==> src/pcm_pkg.sv <==
// Shared constants, types and state encoding for the piecewise-linear CDF map.
`timescale 1ns / 1ps
`default_nettype none
package pcm_pkg;

  localparam int MAX_POINTS = 1024;
  localparam int ADDR_W     = $clog2(MAX_POINTS);
  localparam int CNT_W      = ADDR_W + 1;
  localparam int FX_W       = 32;
  localparam int PROD_W     = 2 * FX_W;

  localparam logic [FX_W-1:0] ONE_FX = 32'h8000_0000;

  localparam logic OP_LOAD = 1'b0;
  localparam logic OP_MAP  = 1'b1;

  typedef enum logic [3:0] {
    ST_IDLE,
    ST_WALK,
    ST_WALK_CMP,
    ST_LO,
    ST_LO_CAP,
    ST_HI,
    ST_HI_CAP,
    ST_CALC,
    ST_MUL,
    ST_DIV,
    ST_DIV_WAIT,
    ST_FIN
  } state_t;

  typedef struct packed {
    logic              en;
    logic [ADDR_W-1:0] addr;
    logic [FX_W-1:0]   bp;
    logic [FX_W-1:0]   cdf;
  } tbl_wr_t;

  typedef struct packed {
    logic              start;
    logic [PROD_W-1:0] dividend;
    logic [FX_W-1:0]   divisor;
  } div_req_t;

  typedef struct packed {
    logic              done;
    logic [PROD_W-1:0] quotient;
  } div_rsp_t;

endpackage
`default_nettype wire

==> src/pcm_divider.sv <==
// Restoring divider, one quotient bit per cycle, unsigned magnitudes.
`timescale 1ns / 1ps
`default_nettype none
module pcm_divider
  import pcm_pkg::*;
(
  input  wire logic     clk,
  input  wire logic     rst,
  input  wire div_req_t req,
  output div_rsp_t      rsp
);

  localparam int STEP_W = $clog2(PROD_W);
  localparam logic [STEP_W-1:0] LAST_STEP = STEP_W'(PROD_W - 1);

  logic              running;
  logic              done;
  logic [STEP_W-1:0] step;
  logic [FX_W-1:0]   rem;
  logic [FX_W-1:0]   divisor;
  logic [PROD_W-1:0] quo;

  logic [FX_W:0] trial;
  logic [FX_W:0] diff;
  logic          fits;

  // shift in the next dividend bit, subtract if the divisor fits
  assign trial = {rem, quo[PROD_W-1]};
  assign diff  = trial - {1'b0, divisor};
  assign fits  = (trial >= {1'b0, divisor});

  always_ff @(posedge clk) begin
    if (rst) begin
      running <= 1'b0;
      done    <= 1'b0;
      step    <= '0;
    end else begin
      done <= running && (step == LAST_STEP);
      if (req.start) begin
        running <= 1'b1;
        step    <= '0;
      end else if (running) begin
        step <= step + STEP_W'(1);
        if (step == LAST_STEP) begin
          running <= 1'b0;
        end
      end
    end
  end

  always_ff @(posedge clk) begin
    if (req.start) begin
      rem     <= '0;
      quo     <= req.dividend;
      divisor <= req.divisor;
    end else if (running) begin
      rem <= fits ? diff[FX_W-1:0] : trial[FX_W-1:0];
      quo <= {quo[PROD_W-2:0], fits};
    end
  end

  assign rsp.done     = done;
  assign rsp.quotient = quo;

endmodule
`default_nettype wire

==> config.mk <==
export PLATFORM = sky130hd
export DESIGN_NAME = pcm_divider
export DESIGN_NICKNAME = d
export VERILOG_FILES = /design/src/pcm_pkg.sv /design/src/pcm_divider.sv
export SDC_FILE = /design/constraint.sdc
export NUM_CORES = 1
export LEC_CHECK = 0
export ABC_AREA = 1
export BUFFER_PORTS_ARGS = -buffer_cell sky130_fd_sc_hd__buf_4
export CORE_ASPECT_RATIO = 1.5
export CORE_MARGIN = 2
export CORE_UTILIZATION = 56
export CTS_CLUSTER_SIZE = 14
export DETAILED_ROUTE_END_ITERATION = 8
export MAX_ROUTING_LAYER = met4
export PLACE_DENSITY = 0.81
export SKIP_CTS_REPAIR_TIMING = 1
export SLEW_MARGIN = 20
export SYNTH_ARGS = -nofsm -noshare
export SYNTH_HDL_FRONTEND = slang
export SYNTH_SLANG_ARGS = --single-unit
==> constraint.sdc <==
create_clock -name clk -period 4.1 [get_ports clk]
set_clock_uncertainty 0.1 [all_clocks]
set_input_delay 0.615 -clock clk [delete_from_list [all_inputs] [get_ports clk]]
set_output_delay 0.615 -clock clk [all_outputs]
set_load 0.01 [all_outputs]
### Word-level counts from Yosys, hierarchy flattened

Cells that the tools add are included.

* add/subtract/negate cells: 2
* order comparisons: 1
* equality and inequality tests: 1
* muxes and demuxes: 6
* reductions and logical operators: 3

Operators by type and width (count)
* $mux 64: 2
* $ge 33x32->1: 1
* $mux 32: 1
* $sub 32x32->32: 1
* $add 6x1->6 const B: 1
* $eq 6x6->1 const B: 1
* $mux 1: 3
* $reduce_bool 2->1: 1
* $reduce_or 2->1: 1
* $logic_and 1x1->1: 1

* register bits: 136
* input bits: 99
* output and inout port bits: 65
* word-level logic and storage cells: 19

### Logic depth before layout (Yosys ltp)

Gate-level depths: netlist of run 1.

* depth in word-level cells: 4
* gate-level depth with buffers: 17
* mapped depth without buffers: 16

### Least setup slack after synthesis of run 1

No wires, ideal clock.

* path kind: input port to flip-flop
* from: input req[96] in the netlist's numbering
* to: register quo[0] (enable)
* setup time: 0.454 ns
* arrival: 2.727 ns
* required time: 3.546 ns
* path slack: 0.819 ns
* stages: 3
* path buffers: 1
* cell sequence: nor2_1 -> inv_1 -> clkbuf_1

* cells in the longest elaborated chain, start to end: 1

RTL lines
* start, declared: RTL line pcm_divider.sv:9 `input wire div_req_t req,`
* $reduce_bool 2->1 (no source line)
* end signal, assigned: RTL line pcm_divider.sv:54 `quo <= req.dividend;`
* end signal, assigned: RTL line pcm_divider.sv:58 `quo <= {quo[PROD_W-2:0], fits};`
* end, declared: RTL line pcm_divider.sv:21 `logic [PROD_W-1:0] quo;`

No other way between the ends.
A chain may end at the register's enable or synchronous reset.

### Final worst setup path of run 1

* from: register rem[19]
* to: register rem[0]

* cells in the longest elaborated chain, start to end: 2

RTL lines
* start, declared: RTL line pcm_divider.sv:19 `logic [FX_W-1:0] rem;`
* start signal, assigned: RTL line pcm_divider.sv:57 `rem <= fits ? diff[FX_W-1:0] : trial[FX_W-1:0];`
* $ge 33x32->1: RTL line pcm_divider.sv:30 `assign fits = (trial >= {1'b0, divisor});`
* $mux 32: RTL line pcm_divider.sv:57

No other way between the ends.

==> results of run 1 <==
-- layer usage --
layer | vias up | wire length, um
met5 | - | 0
met1 | 3466 | 8330
met2 | 302 | 11800
met4 | 0 | 1140
li1 | 3846 | -
met3 | 73 | 1370
-- cell usage in the layout, fill, tap and decap left out, drive strengths merged --
| cell | Yosys | final |
|---|---|---|
| nand2 | 514 | 514 |
| inv | 184 | 192 |
| buf | 16 | 172 |
| edfxtp | 96 | 96 |
| nand3 | 83 | 83 |
| nor2 | 53 | 53 |
| dfxtp | 40 | 40 |
| ha | 33 | 33 |
| a21oi | 23 | 23 |
| clkbuf | 14 | 18 |
| o21ai | 15 | 15 |
| nand3b | 14 | 14 |
| xnor2 | 13 | 13 |
| nor3 | 9 | 9 |
| nand4 | 8 | 8 |
| clkinv | 0 | 4 |
| o21bai | 3 | 3 |
| nor3b | 3 | 3 |
| and2 | 3 | 3 |
| a31oi | 2 | 2 |
| o21a | 2 | 2 |
| clkinvlp | 0 | 2 |
| xor2 | 1 | 1 |
| o211ai | 1 | 1 |
| nor4 | 1 | 1 |
| fa | 1 | 1 |
-- layout make-up --
| class | count | area, um^2 |
|---|---|---|
| Clock buffer | 18 | 429 |
| Multi-Input combinational cell | 782 | 3660 |
| Timing Repair Buffer | 172 | 1300 |
| Clock inverter | 14 | 133 |
| Tap cell | 196 | 245 |
| Fill cell | 1211 | 4240 |
| Sequential cell | 136 | 3680 |
| Inverter | 184 | 691 |
-- state kept, by name, summed over array words and instances, names as in the netlist --
name	count
done	1
divisor	32
quo	64
step	6
running	1
rem	32
-- kinds of logic (layout without fill, tap and decap cells) --
kind of cell	count (synthesis)	count (layout)	share of synthesized area
AO/OA/AOI/OAI	46	46	0.0307
flip-flops	136	136	0.450
XOR/XNOR	14	14	0.0150
AND/OR/NAND/NOR	688	688	0.349
adder cells (fa/ha/maj)	34	34	0.0529
buffers and inverters	214	388	0.103
-- worst paths after layout --
path         slack, ps  cells after the start    endpoint
min reg2reg        380                      2     rem[21]
max reg2reg       1190                     14      rem[0]
min                260                      1  divisor[2]
max               1190                     14      rem[0]
-- stage by stage --
| stage | setup WS (ps) | hold slack [ps] | util |
|---|---|---|---|
| final | 1190 | 259 | 0.705 |
| after global routing | 1010 | 254 | 0.705 |
| after CTS | 1240 | 250 | 0.705 |
| after detailed placement | 1270 | 362 | 0.666 |
| after global placement | 1300 | 360 | 0.666 |
| after floorplan | 819 | 344 | - |
-- power by group through the flow --
stage                     registers (mW)  clock network [mW]  logic [mW]
after floorplan                     1.69                   0       0.216
after global placement              1.67                   0       0.488
after detailed placement            1.66                   0       0.498
after CTS                           1.64                1.51       0.500
after global routing                1.65                1.57       0.547
final                               1.64                1.50       0.498
==> out/summary.txt, run 1 <==
Slowest stage delay, CP = 430 ps
Clock transition at the registers of the reported paths = 70 ps
CTS tree = yes
Die area = 15600 um^2
Max VDD drop = 0.000296 V
Hold Path Class = input port to flip-flop
CP bufs+invs = 2
I/O Pins = 164
Synth-to-Final Area Change = 23.9%
Asr flop ratio synth = 0
Endpoints failing setup = 0
Status = complete, no violations
RSZ-0062 raised after global routing = false
Count of cell types in the netlist = 35
Hpwl dp = 17.0 mm
CP required = 4290 ps
Worst-Skew Late Latency = 430 ps
Cells after synthesis = 1132
Vias = 7687
Internal power = 2.61 mW
Synth top area cells = edfxtp_1 (35%), nand2_1 (23%), dfxtp_1 (9.8%)
Vias in the first global route = 7628
Cell with the most instances after synthesis = nand2_1
Worst setup SP type = flip-flop
Ys Warns = 0
Sink Count = 136
H-tree levels = 4
Tmin final = 2910 ps
Crit Reg-Reg Startpoint = rem[19]
Max Cap Viol = 0
Avg Cell Area, Syn = 7.23 um^2
Fmax achieved = 343 MHz
Largest net degree at the start of global routing = 62
Switching share of power = 0.282
Worst slew pin tran = 711 ps
Final hold viol count = 0
Clock Tree Root = clkbuf_16
Flop pwr share = 0.451
CTS max path bufs = 2
Cell Chain, Critical Path = ha_1 -> nand2_2 -> inv_1 -> nand2_1 -> nand2_1 -> nand2_1 -> nand2_1 -> nand2_1 -> nand2_1 -> nor2_4 -> buf_4 -> nand3_1 -> nand3_1 -> o21ai_0
Crit end category = flip-flop
CP top delay family = simple AND/OR/NAND/NOR gates
Total leakage power = 5.38 nW
Netlist Area Pre-Place = 8190 um^2
Max-slew headroom = 0.526
Total Power = 3.64 mW
Post-Synthesis Net Count = 1265
Post-route design area = 10100 um^2
Top FF cell, synth = edfxtp_1
Wirelength per Cell = 15.1 um
Core Box Area = 14400 um^2
Cell Count, Final, Fillers Out = 1502
Die Ht = 152 um
P per Cell Area = 358 nW/um^2
Crit Path Class = flip-flop to flip-flop
Number of synthesized flops with an enable pin = 96
Clock power frac = 0.412
First-pass iteration count of the detailed router = 5
GRT Residual Overflow = 0
Final ANT Viol Nets = 0
RD Place Congestion = 1.03
Initial DRC Count = 351
Rows = 54
Area post-placement = 9590 um^2
Post-synthesis register bit count = 136
Setup_tns = 0 ps
Slowest cell on crit path = nor2_4
Combinational Power Share = 0.137
Worst Setup SP = rem[19]
Max Slew Vio Count = 0
Drt via density = 5.12
Commonest cells in the netlist = nand2_1 (505), inv_1 (184), edfxtp_1 (96)
Inserted Diodes = 0
IO Port Bufs = 163
Inst Count DP = 1470
Final wirelength = 22.6 mm
First-pass GRT wire length = 35.6 mm
Data arrival, critical path = 3100 ps
CP dominant cell by count = nand2_1
Share of the synthesized area in the top cell type = 0.352
Launch point of the worst hold path = req[2]
Layout cells sized above 1 = 0.172
Die width = 103 um
Tot GR Track Use = 0.303
Sequential fraction of the synthesis area = 0.450
Met3 Use GR = 0.0566
Final net count = 1426
Gr busiest metal = met2
DRC violations left = 0
Initial Utilization = 0.569
Clock buffer count from CTS = 17
Initial antenna violation count = 0
Net Sw Power = 1.02 mW
GR Util met2 = 0.527
CP Max Fanout = 19
Cell taking the most area after synthesis = edfxtp_1
Routing usage on met1 = 0.317
Period utilization = 0.710
No activity file was read; power rests on OpenSTA's default activity.
==> run 2, diff against run 1 <==
--- a/config.mk
+++ b/config.mk
@@ -9,11 +9,11 @@
 export BUFFER_PORTS_ARGS = -buffer_cell sky130_fd_sc_hd__buf_4
 export CORE_ASPECT_RATIO = 1.5
 export CORE_MARGIN = 2
-export CORE_UTILIZATION = 56
+export CORE_UTILIZATION = 51
 export CTS_CLUSTER_SIZE = 14
 export DETAILED_ROUTE_END_ITERATION = 8
 export MAX_ROUTING_LAYER = met4
-export PLACE_DENSITY = 0.81
+export PLACE_DENSITY = 0.78
 export SKIP_CTS_REPAIR_TIMING = 1
 export SLEW_MARGIN = 20
 export SYNTH_ARGS = -nofsm -noshare
==> constraint.sdc (replaced) <==
create_clock -name clk -period 2.5 [get_ports clk]
set_clock_uncertainty 0.1 [all_clocks]
set_input_delay 0.375 -clock clk [delete_from_list [all_inputs] [get_ports clk]]
set_output_delay 0.375 -clock clk [all_outputs]
set_load 0.01 [all_outputs]
==> out/summary.txt, run 2 (synthesis gave the netlist of run 1 again) <==
Max VDD drop = 0.000570 V (+93%)
Largest register FFs = 64 (unchanged)
Final ANT Viol Nets = 0 (unchanged)
Worst slew pin tran = 612 ps (-99.5 ps)
Max Cap Viol = 0 (unchanged)
Period utilization = 0.949 (+0.239)
Final wirelength = 22.4 mm (-0.90%)
Largest net degree at the start of global routing = 55 (-11%)
Die width = 107 um (+4.6%)
Initial DRC Count = 484 (+38%)
First-pass iteration count of the detailed router = 5 (unchanged)
Setup_tns = 0 ps (unchanged)
P per Cell Area = 581 nW/um^2 (+62%)
Worst setup SP type = flip-flop
Hold Path Class = input port to flip-flop
Crit Reg-Reg Startpoint = rem[28]
Sink Count = 136 (unchanged)
Die area = 17100 um^2 (+9.5%)
Inst Count DP = 1486 (+1.1%)
Initial antenna violation count = 0 (unchanged)
Drt via density = 5.00 (-2.3%)
Inserted Diodes = 0 (unchanged)
Final net count = 1435 (+0.63%)
Clock buffer count from CTS = 17 (unchanged)
Most frequent cells in the layout = nand2_1 (503), inv_1 (182), buf_4 (176), edfxtp_1 (96), nand3_1 (81)
Wirelength per Cell = 14.8 um (-1.9%)
IO Port Bufs = 163 (unchanged)
Hold-critical path depth = 2 (+1)
Cell Count, Final, Fillers Out = 1518 (+1.1%)
Tmin final = 2370 ps (-538 ps)
Rows = 56 (+3.7%)
GRT Residual Overflow = 0 (unchanged)
R2r setup slk = 130 ps (-1060 ps)
Worst Reg2Reg Path Length in Cells = 12 (-2)
Clock Tree Root = clkbuf_16
Max-slew headroom = 0.592 (+0.0663)
Worst-Skew Late Latency = 420 ps (about the same)
Largest registers = quo (64), divisor (32), rem (32)
Crit end category = flip-flop
Launch point of the worst hold path = rst
Commonest non-fill, non-tap cell in the layout = nand2_1
Vias = 7587 (-1.3%)
Hpwl dp = 17.2 mm (+0.68%)
I/O Pins = 164 (unchanged)
RR Endpoint = rem[16]
First-pass GRT wire length = 36.2 mm (+1.5%)
Worst Hold Endpoint = done
RD Place Congestion = 1.00 (-2.7%)
CTS max path bufs = 2 (unchanged)
Max Slew Vio Count = 0 (unchanged)
Layout cells sized above 1 = 0.181 (+0.00947)
Register with the most flip-flops = quo
Synth-to-Final Area Change = 25.6%
RSZ-0062 raised after global routing = true
Total leakage power = 5.44 nW (+1.1%)
Initial Utilization = 0.522 (-0.0473)
Crit Path Class = flip-flop to flip-flop
DRC violations left = 0 (unchanged)
Tot GR Track Use = 0.278 (-0.0253)
Status = complete, no violations
Endpoints failing setup = 0 (unchanged)
CP required = 2720 ps (-1570 ps)
Final hold viol count = 0 (unchanged)
Die Ht = 159 um (+4.7%)
Clock transition at the registers of the reported paths = 70 ps (about the same)
Vias in the first global route = 7515 (-1.5%)
Data arrival, critical path = 2590 ps (-510 ps)
Core Box Area = 15700 um^2 (+9.1%)
CP Max Fanout = 19 (unchanged)
Fmax achieved = 421 MHz (+23%)
H-tree levels = 4 (unchanged)
CTS tree = yes
[run 2: cell count changes in the layout (fill, tap and decap cells not counted), sizes merged]
cell	previous run	this run
inv	192	191
clkinv	4	3
bufinv	0	1
buf	172	181
clkinvlp	2	3
[run 2: area by class of cell]
type	count	area, um^2
Timing Repair Buffer	181	1400
Tap cell	203	254
Sequential cell	136	3680
Multi-Input combinational cell	782	3690
Inverter	184	691
Clock buffer	18	429
Clock inverter	14	140
Fill cell	1412	5410
[run 2: per-layer routing]
metal,track usage,vias up,wire length [um]
li1,-,3868,-
met1,0.295,3427,8510
met2,0.493,242,11800
met3,0.0569,50,1250
met4,0.117,0,820
met5,-,-,0
[run 2: how the worst max path moves through the flow]
stage	cells after the start	startpoint	end
floorplan	15	quo[63]	rem[30]
global placement	13	divisor[30]	rem[16]
detailed placement	12	rem[28]	rem[16]
CTS	12	rem[28]	rem[16]
global route	15	divisor[30]	rem[27]
finish	12	rem[28]	rem[16]
[run 2: critical path, cell delays in order, from the launching register on]
cell and delay (ps):
dfxtp_1 330, ha_1 390, nand2_1 140, inv_1 60, nand2_1 150, inv_1 60, a21oi_1 210, nand2_1 120
nor2_4 170, buf_8 190, nand3b_1 170, nand3_1 120, nand2_1 50
[run 2: power breakdown]
group / internal (mW) / switching, mW
logic: 0.367 / 0.455
registers: 2.60 / 0.0867
clock network: 1.40 / 1.07
total: 4.37 / 1.61
[run 2: per-stage QoR]
| step | hold slack [ps] | worst slack, ps | power, mW | utilization | cell area [um^2] |
|---|---|---|---|---|---|
| 3_3_place_gp | 357 | 60.8 | 3.54 | 0.616 | 9680 |
| 3_5_place_dp | 364 | 51.2 | 3.55 | 0.616 | 9680 |
| 4_1_cts | 0.352 | 41.3 | 6.01 | 0.653 | 10200 |
| 2_1_floorplan | 344 | 374 | 3.12 | - | 8190 |
| 6_report | 11.8 | 127 | 5.97 | 0.655 | 10300 |
| 5_1_grt | 7.41 | -20.4 | 6.20 | 0.655 | 10300 |
==> run 3, diff against run 2 <==
--- a/config.mk
+++ b/config.mk
@@ -9,11 +9,11 @@
 export BUFFER_PORTS_ARGS = -buffer_cell sky130_fd_sc_hd__buf_4
 export CORE_ASPECT_RATIO = 1.5
 export CORE_MARGIN = 2
-export CORE_UTILIZATION = 51
+export CORE_UTILIZATION = 56
 export CTS_CLUSTER_SIZE = 14
 export DETAILED_ROUTE_END_ITERATION = 8
 export MAX_ROUTING_LAYER = met4
-export PLACE_DENSITY = 0.78
+export PLACE_DENSITY = 0.81
 export SKIP_CTS_REPAIR_TIMING = 1
 export SLEW_MARGIN = 20
 export SYNTH_ARGS = -nofsm -noshare
==> constraint.sdc (replaced) <==
create_clock -name clk -period 2.3 [get_ports clk]
set_clock_uncertainty 0.1 [all_clocks]
set_input_delay 0.345 -clock clk [delete_from_list [all_inputs] [get_ports clk]]
set_output_delay 0.345 -clock clk [all_outputs]
set_load 0.01 [all_outputs]
==> out/summary.txt, run 3 (synthesis gave the netlist of run 1 again) <==
GRT Residual Overflow = 0 (unchanged)
RR Endpoint = rem[6]
Sink Count = 136 (unchanged)
Die Ht = 152 um (-4.5%)
Worst-Skew Late Latency = 430 ps (about the same)
Worst slew pin tran = 577 ps (-35.0 ps)
Register with the most flip-flops = quo
Crit end category = flip-flop
Layout cells sized above 1 = 0.253 (+0.0719)
Largest registers = quo (64), divisor (32), rem (32)
Cell Count, Final, Fillers Out = 1584 (+4.3%)
Vias in the first global route = 7799 (+3.8%)
Drt via density = 5.18 (+3.6%)
Largest register FFs = 64 (unchanged)
Clock buffer count from CTS = 17 (unchanged)
FILL cells = 952 (-33%)
Clock power frac = 0.408 (-0.004)
Core Box Area = 14400 um^2 (-8.3%)
Hold-critical path depth = 1 (-1)
Period utilization = 0.968 (+0.0192)
Initial antenna violation count = 0 (unchanged)
Area post-placement = 9920 um^2 (+2.6%)
Total Power = 6.77 mW (+13%)
Data arrival, critical path = 2440 ps (-150 ps)
Largest net degree at the start of global routing = 59 (+7.3%)
Net Sw Power = 1.73 mW (+7.9%)
Final net count = 1508 (+5.1%)
Wirelength per Cell = 16.0 um (+8.3%)
Tot GR Track Use = 0.315 (+0.0376)
Fmax achieved = 449 MHz (+6.5%)
First-pass iteration count of the detailed router = 5 (unchanged)
Flop pwr share = 0.433 (-0.017)
Endpoints failing setup = 0 (unchanged)
Most frequent cells in the layout = nand2_1 (480), buf_4 (209), inv_1 (174), edfxtp_1 (96), nand3_1 (78)
Final hold viol count = 0 (unchanged)
Combinational Power Share = 0.159 (+0.021)
DRC violations left = 0 (unchanged)
Worst Hold Endpoint = divisor[4]
Final ANT Viol Nets = 0 (unchanged)
Hpwl dp = 17.7 mm (+3.1%)
Rows = 54 (-3.6%)
Total leakage power = 5.84 nW (+7.5%)
Synth-to-Final Area Change = 40.2%
Commonest non-fill, non-tap cell in the layout = nand2_1
CP Max Fanout = 8 (-11)
H-tree levels = 4 (unchanged)
Inserted Diodes = 0 (unchanged)
IO Port Bufs = 163 (unchanged)
Final wirelength = 25.3 mm (+13%)
Internal power = 5.03 mW (+15%)
Vias = 8198 (+8.1%)
Final Core Density = 0.798 (+0.143)
First-pass GRT wire length = 36.8 mm (+1.7%)
RSZ-0062 raised after global routing = true
Inst Count DP = 1510 (+1.6%)
Clock transition at the registers of the reported paths = 60 ps (about the same)
Crit Path Class = flip-flop to flip-flop
Die width = 103 um (-4.4%)
Initial DRC Count = 442 (-8.7%)
Worst Reg2Reg Path Length in Cells = 15 (+3)
Setup_tns = 0 ps (unchanged)
Launch point of the worst hold path = req[4]
Max VDD drop = 0.000515 V (-9.6%)
Post-route design area = 11500 um^2 (+12%)
Switching share of power = 0.256 (-0.0127)
P per Cell Area = 589 nW/um^2 (+1.4%)
RD Place Congestion = 1.02 (+1.8%)
CP required = 2520 ps (-200 ps)
R2r setup slk = 70 ps (-50 ps)
Tmin final = 2230 ps (-146 ps)
Clock Tree Root = clkbuf_16
Die area = 15600 um^2 (-8.7%)
Max Slew Vio Count = 0 (unchanged)
Crit Reg-Reg Startpoint = divisor[14]
Worst setup SP type = flip-flop
Initial Utilization = 0.569 (+0.0473)
I/O Pins = 164 (unchanged)
Status = complete, no violations
CTS tree = yes
Max-slew headroom = 0.615 (+0.0233)
Hold Path Class = input port to flip-flop
CTS max path bufs = 2 (unchanged)
Max Cap Viol = 0 (unchanged)
[run 3: changes by cell type in the layout (fill, tap and decap cells not counted), moves of 5 or more]
cell | previous run | this run
nand2_2 | 10 | 31
inv_1 | 182 | 174
buf_4 | 176 | 209
ha_4 | 0 | 23
ha_1 | 33 | 8
nor2_2 | 6 | 12
nor2_1 | 45 | 36
nand2_1 | 503 | 480
buf_12 | 2 | 7
dlygate4sd3_1 | 0 | 32
inv_2 | 2 | 10
[run 3: routing by layer]
metal | track usage | part of all wire
met2 | 0.571 | 0.54
met3 | 0.0718 | 0.065
met5 | - | 0
met4 | 0.113 | 0.055
met1 | 0.324 | 0.35
[run 3: worst max path at each step]
stage | depth (start not counted) | slack [ps] | endpoint | startpoint
global placement | 15 | -70 | rem[30] | quo[63]
finish | 15 | 70 | rem[6] | divisor[14]
detailed placement | 15 | -160 | rem[30] | quo[63]
global route | 16 | -60 | rem[6] | divisor[16]
floorplan | 15 | 170 | rem[30] | quo[63]
CTS | 15 | -170 | rem[30] | quo[63]
[run 3: layout make-up]
cell class	instances	area (um^2)	share of cell area
clock buffers	22	474	0.0413
clock inverters	10	120	0.0105
inverters	184	691	0.0601
multi-input cells	782	4130	0.360
flip-flops and latches	136	3680	0.321
well taps	196	245	0.0214
repair buffers	254	2140	0.186
[run 3: worst max-delay path: stages (launching register included)]
cell and delay [ps]:
edfxtp_1 330, inv_1 70, ha_4 300, nand2_1 110, nor2_4 150, nand2_2 90, nor2_4 120, nand2_2 70
nor2_4 100, nor2_4 50, buf_12 130, nand2_8 100, clkbuf_16 170, nand2_1 60, nand3_1 90, o21ai_1 70
[run 3: power by group through the flow]
stage          sequential, mW  combinational (mW)  clock [mW]
3_3_place_gp             2.97               0.910           0
6_report                 2.93                1.07        2.76
3_5_place_dp             2.97               0.927           0
2_1_floorplan            3.01               0.385           0
4_1_cts                  2.93               0.931        2.78
5_1_grt                  2.95                1.16        2.88
[run 3: through the flow]
step | hold slack [ps] | setup WS, ps
after floorplan | 322 | 174
after global placement | 358 | -74.5
after detailed placement | 360 | -158
after CTS | -33.0 | -173
after global routing | 3.56 | -56.4
final | 18.3 | 72.6
